File: config.mk
export PLATFORM = sky130hd
export DESIGN_NAME = arcade_protection_sequencer
export DESIGN_NICKNAME = d
export VERILOG_FILES = /design/src/aps_pkg.sv /design/src/arcade_protection_sequencer.sv
export VERILOG_INCLUDE_DIRS = /design/src /design/src/src
export SDC_FILE = /design/constraint.sdc
export NUM_CORES = 1
export LEC_CHECK = 0
export BUFFER_PORTS_ARGS = -buffer_cell sky130_fd_sc_hd__clkbuf_2
export CAP_MARGIN = 20
export CORE_MARGIN = 2
export CORE_UTILIZATION = 55
export CTS_CLUSTER_SIZE = 30
export DETAILED_ROUTE_END_ITERATION = 6
export HOLD_SLACK_MARGIN = 0.08
export PLACE_DENSITY_LB_ADDON = 0.3
export SLEW_MARGIN = 20
export SYNTH_ARGS = -nofsm -noshare
export SYNTH_HDL_FRONTEND = slang
export SYNTH_SLANG_ARGS = --single-unit
File: constraint.sdc
create_clock -name clk -period 2.5 [get_ports clk]
set_input_delay 0.375 -clock clk [delete_from_list [all_inputs] [get_ports clk]]
set_output_delay 0.375 -clock clk [all_outputs]
set_load 0.03 [all_outputs]
File: src/arcade_protection_sequencer_assert.svh
// Assertion macros used by the protection sequencer top level.
`ifndef ARCADE_PROTECTION_SEQUENCER_ASSERT_SVH
`define ARCADE_PROTECTION_SEQUENCER_ASSERT_SVH

// The condition must hold at every clock edge outside reset.
`define APS_ASSERT_ALWAYS(label, cond, msg) \
	label: assert property (@(posedge clk) disable iff (!arst_n) (cond)) \
		else $error(msg);

// The consequent must hold in the cycle after the antecedent.
`define APS_ASSERT_NEXT(label, ante, cons, msg) \
	label: assert property (@(posedge clk) disable iff (!arst_n) (ante) |=> (cons)) \
		else $error(msg);

`endif

File: src/aps_pkg.sv
// Package with the types, constants and table functions of the protection sequencer.
`timescale 1ns / 1ps

package aps_pkg;

	// Access kind carried by the cmd field.
	typedef enum logic {
		CMD_READ  = 1'b0,
		CMD_WRITE = 1'b1
	} cmd_t;

	// Values written to the control address that change the sequencer state.
	typedef enum logic [7:0] {
		CTRL_OFF = 8'h00,
		CTRL_ON  = 8'h01
	} ctrl_val_t;

	localparam logic [14:0] CtrlAddr  = 15'h5004;
	// Upper ten address bits of the two 64-byte read windows.
	localparam logic [9:0]  WinABase  = 10'h142;
	localparam logic [9:0]  WinBBase  = 10'h143;
	localparam logic [5:0]  TickWrap  = 6'd60;
	localparam logic [4:0]  StepWrap  = 5'd30;

	// Fixed bytes and upper bits returned while protection is off.
	localparam logic [1:0]  OffHiA40  = 2'b01;
	localparam logic [1:0]  OffHiAC0  = 2'b11;
	localparam logic [7:0]  OffB00    = 8'h1f;
	localparam logic [7:0]  OffB09    = 8'h30;
	localparam logic [7:0]  OffB0c    = 8'h00;
	localparam logic [7:0]  OffBDef   = 8'h20;

	// Odd-entry table; offsets past the end read as entry zero.
	function automatic logic [7:0] odd_entry(input logic [4:0] idx);
		logic [7:0] r;
		case (idx) inside
			5'd1, 5'd4, 5'd7, 5'd11, 5'd14, 5'd17, 5'd21, 5'd24, 5'd27: r = 8'hc0;
			5'd3, 5'd5, 5'd9, 5'd13, 5'd15, 5'd19, 5'd23, 5'd25, 5'd29: r = 8'h40;
			default: r = 8'h00;
		endcase
		return r;
	endfunction

	// Even-entry table; offsets past the end read as entry zero.
	function automatic logic [7:0] even_entry(input logic [4:0] idx);
		logic [7:0] r;
		case (idx)
			5'd0:  r = 8'h1f;
			5'd1:  r = 8'h3f;
			5'd2:  r = 8'h2f;
			5'd3:  r = 8'h2f;
			5'd4:  r = 8'h0f;
			5'd5:  r = 8'h0f;
			5'd6:  r = 8'h0f;
			5'd7:  r = 8'h3f;
			5'd8:  r = 8'h0f;
			5'd9:  r = 8'h0f;
			5'd10: r = 8'h1c;
			5'd11: r = 8'h3c;
			5'd12: r = 8'h2c;
			5'd13: r = 8'h2c;
			5'd14: r = 8'h0c;
			5'd15: r = 8'h0c;
			5'd16: r = 8'h0c;
			5'd17: r = 8'h3c;
			5'd18: r = 8'h0c;
			5'd19: r = 8'h0c;
			5'd20: r = 8'h11;
			5'd21: r = 8'h31;
			5'd22: r = 8'h21;
			5'd23: r = 8'h21;
			5'd24: r = 8'h01;
			5'd25: r = 8'h01;
			5'd26: r = 8'h01;
			5'd27: r = 8'h31;
			5'd28: r = 8'h01;
			5'd29: r = 8'h01;
			default: r = 8'h1f;
		endcase
		return r;
	endfunction

endpackage

File: src/arcade_protection_sequencer.sv
// Top level of the bus copy-protection sequencer.
`timescale 1ns / 1ps
`include "arcade_protection_sequencer_assert.svh"

// An accepted word is held in the input register and moves into the result register when
// that register can take it; the tick counter and table offset update at the edge that loads it.
// Throughput: one word per cycle while out_ready is high; a stalled result holds in_ready
// low once the input register is also full.
// Reset (arst_n low, asynchronous) empties both registers, turns protection on, clears the
// tick counter, the table offset and the DIP switch register.
module arcade_protection_sequencer (
	input  logic        clk,
	input  logic        arst_n,
	input  logic        in_valid,
	output logic        in_ready,
	input  logic        cmd,
	input  logic [15:0] bus_address,
	input  logic [7:0]  write_value,
	output logic        out_valid,
	input  logic        out_ready,
	output logic [7:0]  read_data,
	output logic        hit,
	input  logic        cfg_valid,
	output logic        cfg_ready,
	input  logic [7:0]  cfg_data
);
	import aps_pkg::*;

	logic        valid_s1;
	logic        cmd_s1;
	logic [15:0] addr_s1;
	logic [7:0]  val_s1;
	logic        out_valid_q;
	logic [7:0]  read_data_q;
	logic        hit_q;
	logic [7:0]  dip_q;
	logic [5:0]  tick_q;
	logic [4:0]  step_q;
	logic        prot_off_q;

	logic        advance;
	logic        in_accept;
	logic        ctrl_hit;
	logic        win_a;
	logic        win_b;
	logic [5:0]  off;
	logic [7:0]  data_a;
	logic [7:0]  data_b;
	logic [7:0]  data_d;
	logic        hit_d;
	logic [5:0]  tick_inc;
	logic [4:0]  step_inc;
	logic [5:0]  tick_d;
	logic [4:0]  step_d;
	logic        prot_off_d;
	logic        off_move;
	logic        seq_cleared;

	// Handshakes: the input register moves on whenever the result register can take a word.
	assign advance   = !out_valid_q || out_ready;
	assign in_ready  = !valid_s1 || advance;
	assign in_accept = in_valid && in_ready;
	assign cfg_ready = 1'b1;

	// Configuration register.
	always_ff @(posedge clk or negedge arst_n) begin
		if (!arst_n) begin
			dip_q <= '0;
		end else if (cfg_valid && cfg_ready) begin
			dip_q <= cfg_data;
		end
	end

	// Input register.
	always_ff @(posedge clk or negedge arst_n) begin
		if (!arst_n) begin
			valid_s1 <= 1'b0;
		end else if (in_accept) begin
			valid_s1 <= 1'b1;
		end else if (advance) begin
			valid_s1 <= 1'b0;
		end
	end

	always_ff @(posedge clk) begin
		if (in_accept) begin
			cmd_s1  <= cmd;
			addr_s1 <= bus_address;
			val_s1  <= write_value;
		end
	end

	// Address decode of the stored word.
	assign ctrl_hit = (cmd_s1 == CMD_WRITE) && (addr_s1[14:0] == CtrlAddr);
	assign win_a    = (cmd_s1 == CMD_READ) && (addr_s1[15:6] == WinABase);
	assign win_b    = (cmd_s1 == CMD_READ) && (addr_s1[15:6] == WinBBase);
	assign off      = addr_s1[5:0];

	// First window: table byte or fixed upper bits, merged with the switches.
	always_comb begin
		if (!prot_off_q) begin
			data_a = odd_entry(step_q) | {2'b00, dip_q[5:0]};
		end else begin
			case (off) inside
				6'h01, 6'h04:        data_a = {OffHiA40, dip_q[5:0]};
				6'h05, 6'h0e, 6'h10: data_a = {OffHiAC0, dip_q[5:0]};
				default:             data_a = {2'b00, dip_q[5:0]};
			endcase
		end
	end

	// Second window: table byte, or fixed bytes when unprotected.
	always_comb begin
		if (!prot_off_q) begin
			data_b = even_entry(step_q);
		end else begin
			case (off)
				6'h00:   data_b = OffB00;
				6'h09:   data_b = OffB09;
				6'h0c:   data_b = OffB0c;
				default: data_b = OffBDef;
			endcase
		end
	end

	// Result selection.
	always_comb begin
		data_d = 8'h00;
		hit_d  = 1'b0;
		if (ctrl_hit) begin
			hit_d = 1'b1;
		end else if (win_a) begin
			data_d = data_a;
			hit_d  = 1'b1;
		end else if (win_b) begin
			data_d = data_b;
			hit_d  = 1'b1;
		end
	end

	// Sequencer update for control writes.
	assign tick_inc = tick_q + 6'd1;
	assign step_inc = step_q + 5'd1;

	always_comb begin
		tick_d     = tick_q;
		step_d     = step_q;
		prot_off_d = prot_off_q;
		if (ctrl_hit) begin
			if (val_s1 == CTRL_OFF) begin
				tick_d     = '0;
				step_d     = '0;
				prot_off_d = 1'b1;
			end else if (val_s1 == CTRL_ON) begin
				prot_off_d = 1'b0;
				tick_d     = tick_inc;
				if (tick_inc >= TickWrap) begin
					tick_d = '0;
					step_d = (step_inc >= StepWrap) ? 5'd0 : step_inc;
				end
			end
		end
	end

	// Sequencer state changes when the stored word moves into the result register.
	always_ff @(posedge clk or negedge arst_n) begin
		if (!arst_n) begin
			tick_q     <= '0;
			step_q     <= '0;
			prot_off_q <= 1'b0;
		end else if (valid_s1 && advance) begin
			tick_q     <= tick_d;
			step_q     <= step_d;
			prot_off_q <= prot_off_d;
		end
	end

	// Result register.
	always_ff @(posedge clk or negedge arst_n) begin
		if (!arst_n) begin
			out_valid_q <= 1'b0;
		end else if (advance) begin
			out_valid_q <= valid_s1;
		end
	end

	always_ff @(posedge clk) begin
		if (valid_s1 && advance) begin
			read_data_q <= data_d;
			hit_q       <= hit_d;
		end
	end

	assign out_valid = out_valid_q;
	assign read_data = read_data_q;
	assign hit       = hit_q;

	// A disabling write that leaves the input register, and the cleared sequencer state.
	assign off_move    = valid_s1 && advance && ctrl_hit && (val_s1 == CTRL_OFF);
	assign seq_cleared = prot_off_q && (tick_q == 6'd0) && (step_q == 5'd0);

	// Checks on the sequencer state and the result path.
	`APS_ASSERT_ALWAYS(a_tick_range, tick_q < TickWrap, "tick counter out of range")
	`APS_ASSERT_ALWAYS(a_step_range, step_q < StepWrap, "table offset out of range")
	`APS_ASSERT_ALWAYS(a_miss_zero, !out_valid_q || hit_q || (read_data_q == 8'h00), "miss with data")
	`APS_ASSERT_NEXT(a_ctrl_off, off_move, seq_cleared, "disable write not applied")
	`APS_ASSERT_NEXT(a_s1_hold, valid_s1 && !advance, valid_s1 && $stable(addr_s1), "stalled word lost")

endmodule
==> results of run 1 <==
[power groups by stage]
stage          Clock [uW]  Combinational, uW  Sequential, uW
4_1_cts               485                135            1040
3_3_place_gp            0                130            1050
6_report              472                134            1030
5_1_grt               517                148            1040
3_5_place_dp            0                133            1050
2_1_floorplan           0               61.7            1070
[final timing paths]
kind,end,slack [ns],depth (start not counted)
min reg2reg,tick_q[5],0.51,1
max in group asynchronous,step_q[2],1.59,2
max,step_q[3],0.43,6
min,addr_s1[8],0.24,1
max reg2reg,step_q[3],0.43,6
min in group asynchronous,tick_q[1],0.56,2
[cell usage in the layout (no fill, tap or decap), types with 4 or more instances in the layout]
cell type  netlist  layout
clkbuf_8         0       5
nand3_1         14      14
mux2_2           6       6
dfrtp_1         20      20
nor3_1           4       4
nor3b_1          5       5
a21oi_1          9       9
edfxtp_1        34      34
o21ai_1         10      10
nand2b_1         6       6
clkbuf_2         0      46
o21ai_0         11      11
nand2_1         22      22
ha_1             7       7
inv_1            7       7
nor2_1          12      12
[cells by family after synthesis]
group                      count (synthesis)
and+or+nand+nor                           91
muxes                                      7
DFF                                       54
xor gates and xnor gates                   4
adders and majority gates                  7
other                                      1
AOI/OAI and AO/OA                         59
buffers and inverters                     20
[sequential cells by signal, summed over array words and instances, names as in the netlist, 5 cells and up]
signal	flops
dip_q	6
addr_s1	16
step_q	5
val_s1	8
tick_q	6
read_data	8
[metal layers]
| metal | global-route usage | wire length (um) | vias up |
|---|---|---|---|
| li1 | - | - | 1009 |
| met1 | 0.277 | 2340 | 920 |
| met2 | 0.283 | 2240 | 52 |
| met3 | 0.0576 | 241 | 8 |
| met4 | 0.0694 | 82 | 0 |
| met5 | 0 | 0 | - |
[per-stage QoR]
stage               setup WS (ns)  cell area, um2  hold slack, ns  instances  total power [uW]
floorplan                   0.476            2750          0.0794        243              1130
global placement            0.491            3030           0.368        347              1180
detailed placement          0.457            3030           0.373        347              1190
CTS                         0.445            3120           0.234        356              1660
global route                0.288            3120           0.220        356              1710
finish                      0.429            3120           0.238        356              1640
[cell type report]
type | instances | area share
clock inverter | 2 | 0.00401
timing repair buffer | 50 | 0.0842
sequential | 54 | 0.487
clock buffer | 6 | 0.0232
inverter | 8 | 0.00962
tap | 67 | 0.0269
multi-input combinational | 169 | 0.365
==> flow_summary.yaml, run 1 <==
worst_setup_path:
  path_max_fanout: 7
  path_cells: "ha_1, nand4b_1, a21oi_2, o2111ai_2, a22oi_1, o41ai_1"
  crit_start: "tick_q[0]"
  crit_buf_inv: 0
  cp_slowest_cell: "dfrtp_1"
  timing.rr.start: "tick_q[0]"
  worst_path_largest_cell_delay_ns: 0.44
  start_kind: "register"
  crit_family: "compound AO/OA/AOI/OAI gates"
  crit_arrival_ns: 2.24
  required_ns: 2.67
  critPathKind: "register to register"
  cp-end-kind: "register"
sta:
  hold_violations: 0
  drv_slew: 0
  post-route-period-util: 0.828
  setup-violations-final: 0
  rsz0062_at_grt: "no"
  clock_skew_ns: 0.00840
  slew_headroom: 0.591
  tns_ns: 0
  worst_slew_pin_slew_ns: 0.613
  layout_min_cycle_time_ns: 2.07
  timing.fmax_ghz: 0.483
detailed_routing:
  routed_via_density: 5.59
  vias: 1989
  wl_per_cell_um: 13.8
  drt-initial-drc-count: 217
  first_pass_iters: 4
  remaining_drc_errors: 0
  ant_nets: 0
  routed_wl_um: 4910
synthesis:
  synth_ff_type: "edfxtp_1"
  synth-compound-area-share: 0.152
  yosys.area.top_type_share: 0.371
  synthTopCellsByArea: "edfxtp_1 37%, dfrtp_1 18%, ha_1 3.2%, nand2_1 3.0%, nand3_1 2.5%"
  post-synth-top-count-cell: "edfxtp_1"
  yosysUniqueCellTypes: 58
  async_flop_share: 0.370
  avgSynthCellArea_um2: 11.3
  synth_edf_count: 34
  netlist_area_um2: 2750
  synth_xor_area_frac: 0.0127
  yosys.area.top_type: "edfxtp_1"
  synth_top_family_by_area: "simple AND/OR/NAND/NOR gates"
  synth_commonest_cells: "34 x edfxtp_1, 22 x nand2_1, 20 x dfrtp_1, 14 x nand3_1, 12 x nor2_1"
  synthAdderAreaFrac: 0.0319
  synthSimpleGateAreaFrac: 0.188
  synth-seq-area-share: 0.553
  ys_seq_elements: 54
  postSynthCellCount: 243
  yosysWarnings: 0
  syn_nets: 288
  synthMuxAreaShare: 0.0282
floorplan:
  io_pins: 50
  start_util: 0.574
  die_area_um2: 5580
  core-area_um2: 4790
  die_y_um: 74.7
  die_w_um: 74.7
  fp-row-count: 25
placement:
  portBuffers: 46
  gp_congestion: 0.840
  hpwl_um: 3590
clock_tree:
  cts_sinks: 54
  tritoncts: "done"
  clk_path_buf_depth: 2
  numCtsBuffers: 5
  postCtsSetupRepairBufs: 0
  hold_buffers: 1
  cts_resized: 0
  cts_root_buf: "clkbuf_8"
  htreeDepth: 2
  cts.clk_slew.worst_paths_ns: 0.09
  clkLatencyLatePin_ns: 0.30
power:
  powerDensity_nw_per_um2: 525
  p_comb_frac: 0.081
  p_sw_uw: 382
  clockPowerShare: 0.288
  peakVddDrop_mv: 0.384
  p_seq_frac: 0.631
  p_int_uw: 1260
  swShare: 0.233
  p_leak_uw: 0.00119
final_layout:
  final_util: 0.652
  drive_above_1_share: 0.242
  nets: 333
  n_antenna_cell: 0
  multi_input_area_um2: 1140
  regArea_um2: 1520
  n_fill_cell: 380
  syn2layout_area_growth_pct: 13.6
global_routing:
  grt_max_degree: 21
  track_usage: 0.193
  grt_pass1_wl_um: 8140
  overflow: 0
  antenna_found_initial: 0
  grt_pass1_vias: 1774
hold_path:
  worstHoldStart: "bus_address[8]"
  worst_hold_path_type: "input port to register"
outcome:
  status: "finished, final reports clean"
flow_run:
  maxCapViolCount: 0
Power figures use the tool's default switching activity.
==> run 2: changes to the inputs <==
Settings changed: CORE_UTILIZATION 55 to 50.
Clock period 2.5 ns to 1.7 ns, I/O delays scaled along.
==> flow_summary.yaml, run 2 (same netlist as run 1, synthesis figures left out) <==
sta:
  holdWs_ns: 0.114
  slew_headroom: 0.637
  worst_slew_pin_slew_ns: 0.545
  rsz0062_at_grt: "yes"
  drv_slew: 0
  final.setup.worst_slack_ns: -0.202
  hold_violations: 0
  tns_ns: -1.82
  layout_min_cycle_time_ns: 1.90
  setup-violations-final: 17
  timing.fmax_ghz: 0.526
  post-route-period-util: 1.12
  clock_skew_ns: 0.0111
floorplan:
  core-area_um2: 5200
  die_w_um: 78.1
  die_area_um2: 6110
  fp-row-count: 26
  die_y_um: 78.1
  io_pins: 50
  start_util: 0.528
worst_setup_path:
  crit_arrival_ns: 2.09
  required_ns: 1.89
  path_max_fanout: 5
  critPathKind: "register to register"
  start_kind: "register"
  r2r-end: "step_q[3]"
  crit_start: "addr_s1[11]"
  timing.rr.start: "addr_s1[11]"
  r2r_setup_slack_ns: -0.20
  cp_slowest_cell: "or4b_4"
  worst_path_largest_cell_delay_ns: 0.58
  r2r.worst_path.cells: 6
  path_cells: "or4b_4, nor3_4, buf_6, o2111ai_4, a22oi_2, o41ai_2"
  crit_end: "step_q[3]"
  cp-end-kind: "register"
power:
  p_int_uw: 2030
  p_seq_frac: 0.576
  p_leak_uw: 0.00147
  p_sw_uw: 596
  powerDensity_nw_per_um2: 713
  clockPowerShare: 0.330
  p_comb_frac: 0.094
  swShare: 0.227
  peakVddDrop_mv: 0.608
placement:
  place_ws_ns: -0.246
  portBuffers: 46
  gp_congestion: 0.838
  hpwl_um: 4280
  placed_cells: 390
detailed_routing:
  vias: 2202
  ant_nets: 0
  routed_via_density: 5.45
  first_pass_iters: 4
  wl_per_cell_um: 14.6
  remaining_drc_errors: 0
  routed_wl_um: 5890
  drt-initial-drc-count: 183
hold_path:
  worstHoldStart: "bus_address[9]"
  worst_hold_path_type: "input port to register"
clock_tree:
  cts_sinks: 54
  numCtsBuffers: 5
  clkLatencyLatePin_ns: 0.31
  cts.clk_slew.worst_paths_ns: 0.10
  tritoncts: "done"
  htreeDepth: 2
  clk_path_buf_depth: 2
  cts_root_buf: "clkbuf_8"
global_routing:
  overflow: 0
  grt_pass1_vias: 2205
  grt_max_degree: 26
  track_usage: 0.204
  grt_pass1_wl_um: 9800
  antenna_found_initial: 0
final_layout:
  drive_above_1_share: 0.449
  layout_common_cells: "46 x clkbuf_2, 42 x buf_4, 34 x edfxtp_1"
  layout.cells.non_filler: 404
  largest_register_ffs: 16
  syn2layout_area_growth_pct: 33.9
  final_util: 0.707
  layout_commonest_cell: "clkbuf_2"
  nets: 378
  regArea_um2: 1520
  top_register: "addr_s1"
  multi_input_area_um2: 1310
  n_antenna_cell: 0
  n_fill_cell: 370
outcome:
  violations: "setup timing"
  status: "complete, but fails checks"
flow_run:
  maxCapViolCount: 0
-- run 2: stage by stage --
stage | instance area (um2) | power, uW
floorplan | 2770 | 1660
global placement | 3350 | 1760
detailed placement | 3350 | 1770
CTS | 3580 | 2630
global route | 3680 | 2720
finish | 3680 | 2620
-- run 2: final cells by class --
type                    instances  area share
clock buffers                   5      0.0187
multi-input cells             169       0.355
clock inverters                 3      0.0119
flip-flops and latches         54       0.413
repair buffers                 95       0.169
inverters                       8     0.00816
well taps                      70      0.0238
-- run 2: repair_timing --
item	CTS	global route
setup buffers	3	2
endpoints found under the hold margin	20	0
hold buffers	1	0
gates resized for setup	23	26
pin swaps	14	7
endpoints found under the setup margin	18	20
-- run 2: worst min path at each step --
| stage | to | slack (ns) | cells past startpoint |
|---|---|---|---|
| 2_1_floorplan | dip_q[0] | -0.04 | 0 |
| 4_1_cts | addr_s1[9] | 0.10 | 1 |
| 3_5_place_dp | tick_q[5] | 0.27 | 1 |
| 3_3_place_gp | tick_q[5] | 0.26 | 1 |
| 6_report | addr_s1[9] | 0.11 | 1 |
| 5_1_grt | addr_s1[13] | 0.1 | 1 |
-- run 2: per-layer routing --
layer  routed length [um]  vias up  part of all wire  track usage
li1                     -     1097                 -            -
met1                 2520     1038              0.43        0.261
met2                 3020       60              0.51        0.347
met3                  289        7             0.049       0.0437
met4                   69        0             0.012       0.0667
met5                    0        -                 0            0
-- run 2: critical path: cells and delay by family (launching register included) --
kind            cells  cell delay (ns)
compound gates      3             0.47
simple gates        2             0.77
buf+inv             1             0.14
flops               1             0.40
-- run 2: power groups by stage --
stage | registers [uW] | clock network, uW | logic (uW)
2_1_floorplan | 1570 | 0 | 93.3
6_report | 1510 | 864 | 248
3_3_place_gp | 1540 | 0 | 228
3_5_place_dp | 1540 | 0 | 236
5_1_grt | 1520 | 933 | 272
4_1_cts | 1510 | 876 | 245
==> run 3: changes to the inputs <==
Settings changed: CORE_ASPECT_RATIO from default to 1.4.
==> flow_summary.yaml, run 3 (same netlist as run 1, synthesis figures left out) <==
sta:
  post-route-period-util: 1.11
  hold_violations: 0
  drv_slew: 0
  rsz0062_at_grt: "yes"
  layout_min_cycle_time_ns: 1.89
  tns_ns: -1.75
  final.setup.worst_slack_ns: -0.190
  timing.fmax_ghz: 0.529
  setup-violations-final: 14
  clock_skew_ns: 0.00558
  worst_slew_pin_slew_ns: 0.555
  slew_headroom: 0.630
placement:
  hpwl_um: 4220
  gp_congestion: 0.872
  portBuffers: 46
final_layout:
  final_util: 0.716
  syn2layout_area_growth_pct: 36.4
  drive_above_1_share: 0.469
  n_fill_cell: 377
  layout_commonest_cell: "buf_4"
  nets: 381
  largest_register_ffs: 16
  layout_common_cells: "47 x buf_4, 46 x clkbuf_2, 34 x edfxtp_1"
  top_register: "addr_s1"
  n_antenna_cell: 0
detailed_routing:
  remaining_drc_errors: 0
  routed_wl_um: 5890
  ant_nets: 0
  vias: 2220
  first_pass_iters: 4
  routed_via_density: 5.51
  drt-initial-drc-count: 139
  wl_per_cell_um: 14.6
floorplan:
  fp-row-count: 31
  die_w_um: 66.7
  io_pins: 50
  die_y_um: 91.7
  start_util: 0.525
  die_area_um2: 6120
  core-area_um2: 5240
global_routing:
  grt_pass1_wl_um: 9410
  overflow: 0
  globalRoute.busiestLayer: "met2"
  grtUsageMet2: 0.382
  track_usage: 0.201
  met3_usage: 0.0380
  grt_max_degree: 26
  antenna_found_initial: 0
  use_met1: 0.213
  grt_pass1_vias: 2205
hold_path:
  whs_path_depth: 1
  worst_hold_path_type: "input port to register"
clock_tree:
  cts.clk_slew.worst_paths_ns: 0.10
  cts_sinks: 54
  tritoncts: "done"
  numCtsBuffers: 5
  clkLatencyLatePin_ns: 0.31
  cts_root_buf: "clkbuf_8"
  htreeDepth: 2
  clk_path_buf_depth: 2
power:
  clockPowerShare: 0.329
  swShare: 0.229
  p_leak_uw: 0.00149
  p_seq_frac: 0.570
  p_int_uw: 2040
  peakVddDrop_mv: 0.753
  powerDensity_nw_per_um2: 707
  p_comb_frac: 0.101
  p_sw_uw: 606
flow_run:
  maxCapViolCount: 0
outcome:
  violations: "setup timing"
  status: "complete, but fails checks"
worst_setup_path:
  path_max_fanout: 5
  crit_arrival_ns: 2.10
  path_cells: "or4b_4, nor3_4, buf_4, o2111ai_4, buf_6, nand2_2, o21ai_2"
  crit_family: "simple AND/OR/NAND/NOR gates"
  crit_buf_inv: 2
  r2r.worst_path.cells: 7
  worstSetupPathDepth: 7
  start_kind: "register"
  worst_path_largest_cell_delay_ns: 0.57
  cp-end-kind: "register"
  required_ns: 1.90
  critPathKind: "register to register"
  cp_slowest_cell: "or4b_4"
## run 3: cell count changes in the layout (fill, tap and decap cells not counted), moves of 2 or more
cell and delta:
buf_4 +5, buf_6 -2, nand3_1 -2, nand3_2 +2
## run 3: per-stage QoR
stage / hold slack, ns / area (um2) / worst slack [ns] / cells / total power, uW
floorplan: -0.0406 / 2770 / -0.0437 / 243 / 1660
global placement: 0.253 / 3370 / -0.214 / 389 / 1770
detailed placement: 0.272 / 3370 / -0.289 / 389 / 1780
CTS: 0.107 / 3580 / -0.168 / 400 / 2650
global route: 0.0970 / 3750 / -0.282 / 403 / 2750
finish: 0.109 / 3750 / -0.190 / 403 / 2650
## run 3: final cells by class
type / instances / area, um2 / share of cell area
clock buffer: 5 / 68.8 / 0.0184
multi-input combinational: 169 / 1360 / 0.363
clock inverter: 3 / 48.8 / 0.0130
sequential: 54 / 1520 / 0.406
inverter: 8 / 30.0 / 0.00801
tap: 66 / 82.6 / 0.0220
timing repair buffer: 98 / 638 / 0.170
## run 3: power by group through the flow
stage / clock (uW) / sequential, uW / combinational [uW]
global route: 941 / 1520 / 291
finish: 871 / 1510 / 268
global placement: 0 / 1530 / 238
CTS: 890 / 1510 / 255
floorplan: 0 / 1570 / 93.3
detailed placement: 0 / 1540 / 244
## run 3: worst paths after layout
kind / startpoint / end / slack [ns]
setup / recovery: addr_s1[10] / step_q[2] / -0.19
hold / removal: bus_address[7] / addr_s1[7] / 0.11
setup reg to reg: addr_s1[10] / step_q[2] / -0.19
hold reg to reg: dip_q[1] / dip_q[1] / 0.53
max in group asynchronous: arst_n / tick_q[4] / 0.88
min in group asynchronous: arst_n / tick_q[0] / 0.45
## run 3: routing by layer
metal | vias to the layer above | wire length [um] | part of all wire
li1 | 1102 | - | -
met5 | - | 0 | 0
met1 | 1043 | 2160 | 0.37
met3 | 16 | 247 | 0.042
met2 | 59 | 3330 | 0.57
met4 | 0 | 143 | 0.024
## run 3: repair_timing
item                                    in CTS  in global routing
resized for setup                           20                 36
endpoints found under the hold margin       20                  0
endpoints found under the setup margin      18                 20
hold buffers                                 1                  0
setup buffers                                2                  3
pin swaps                                   14                 11
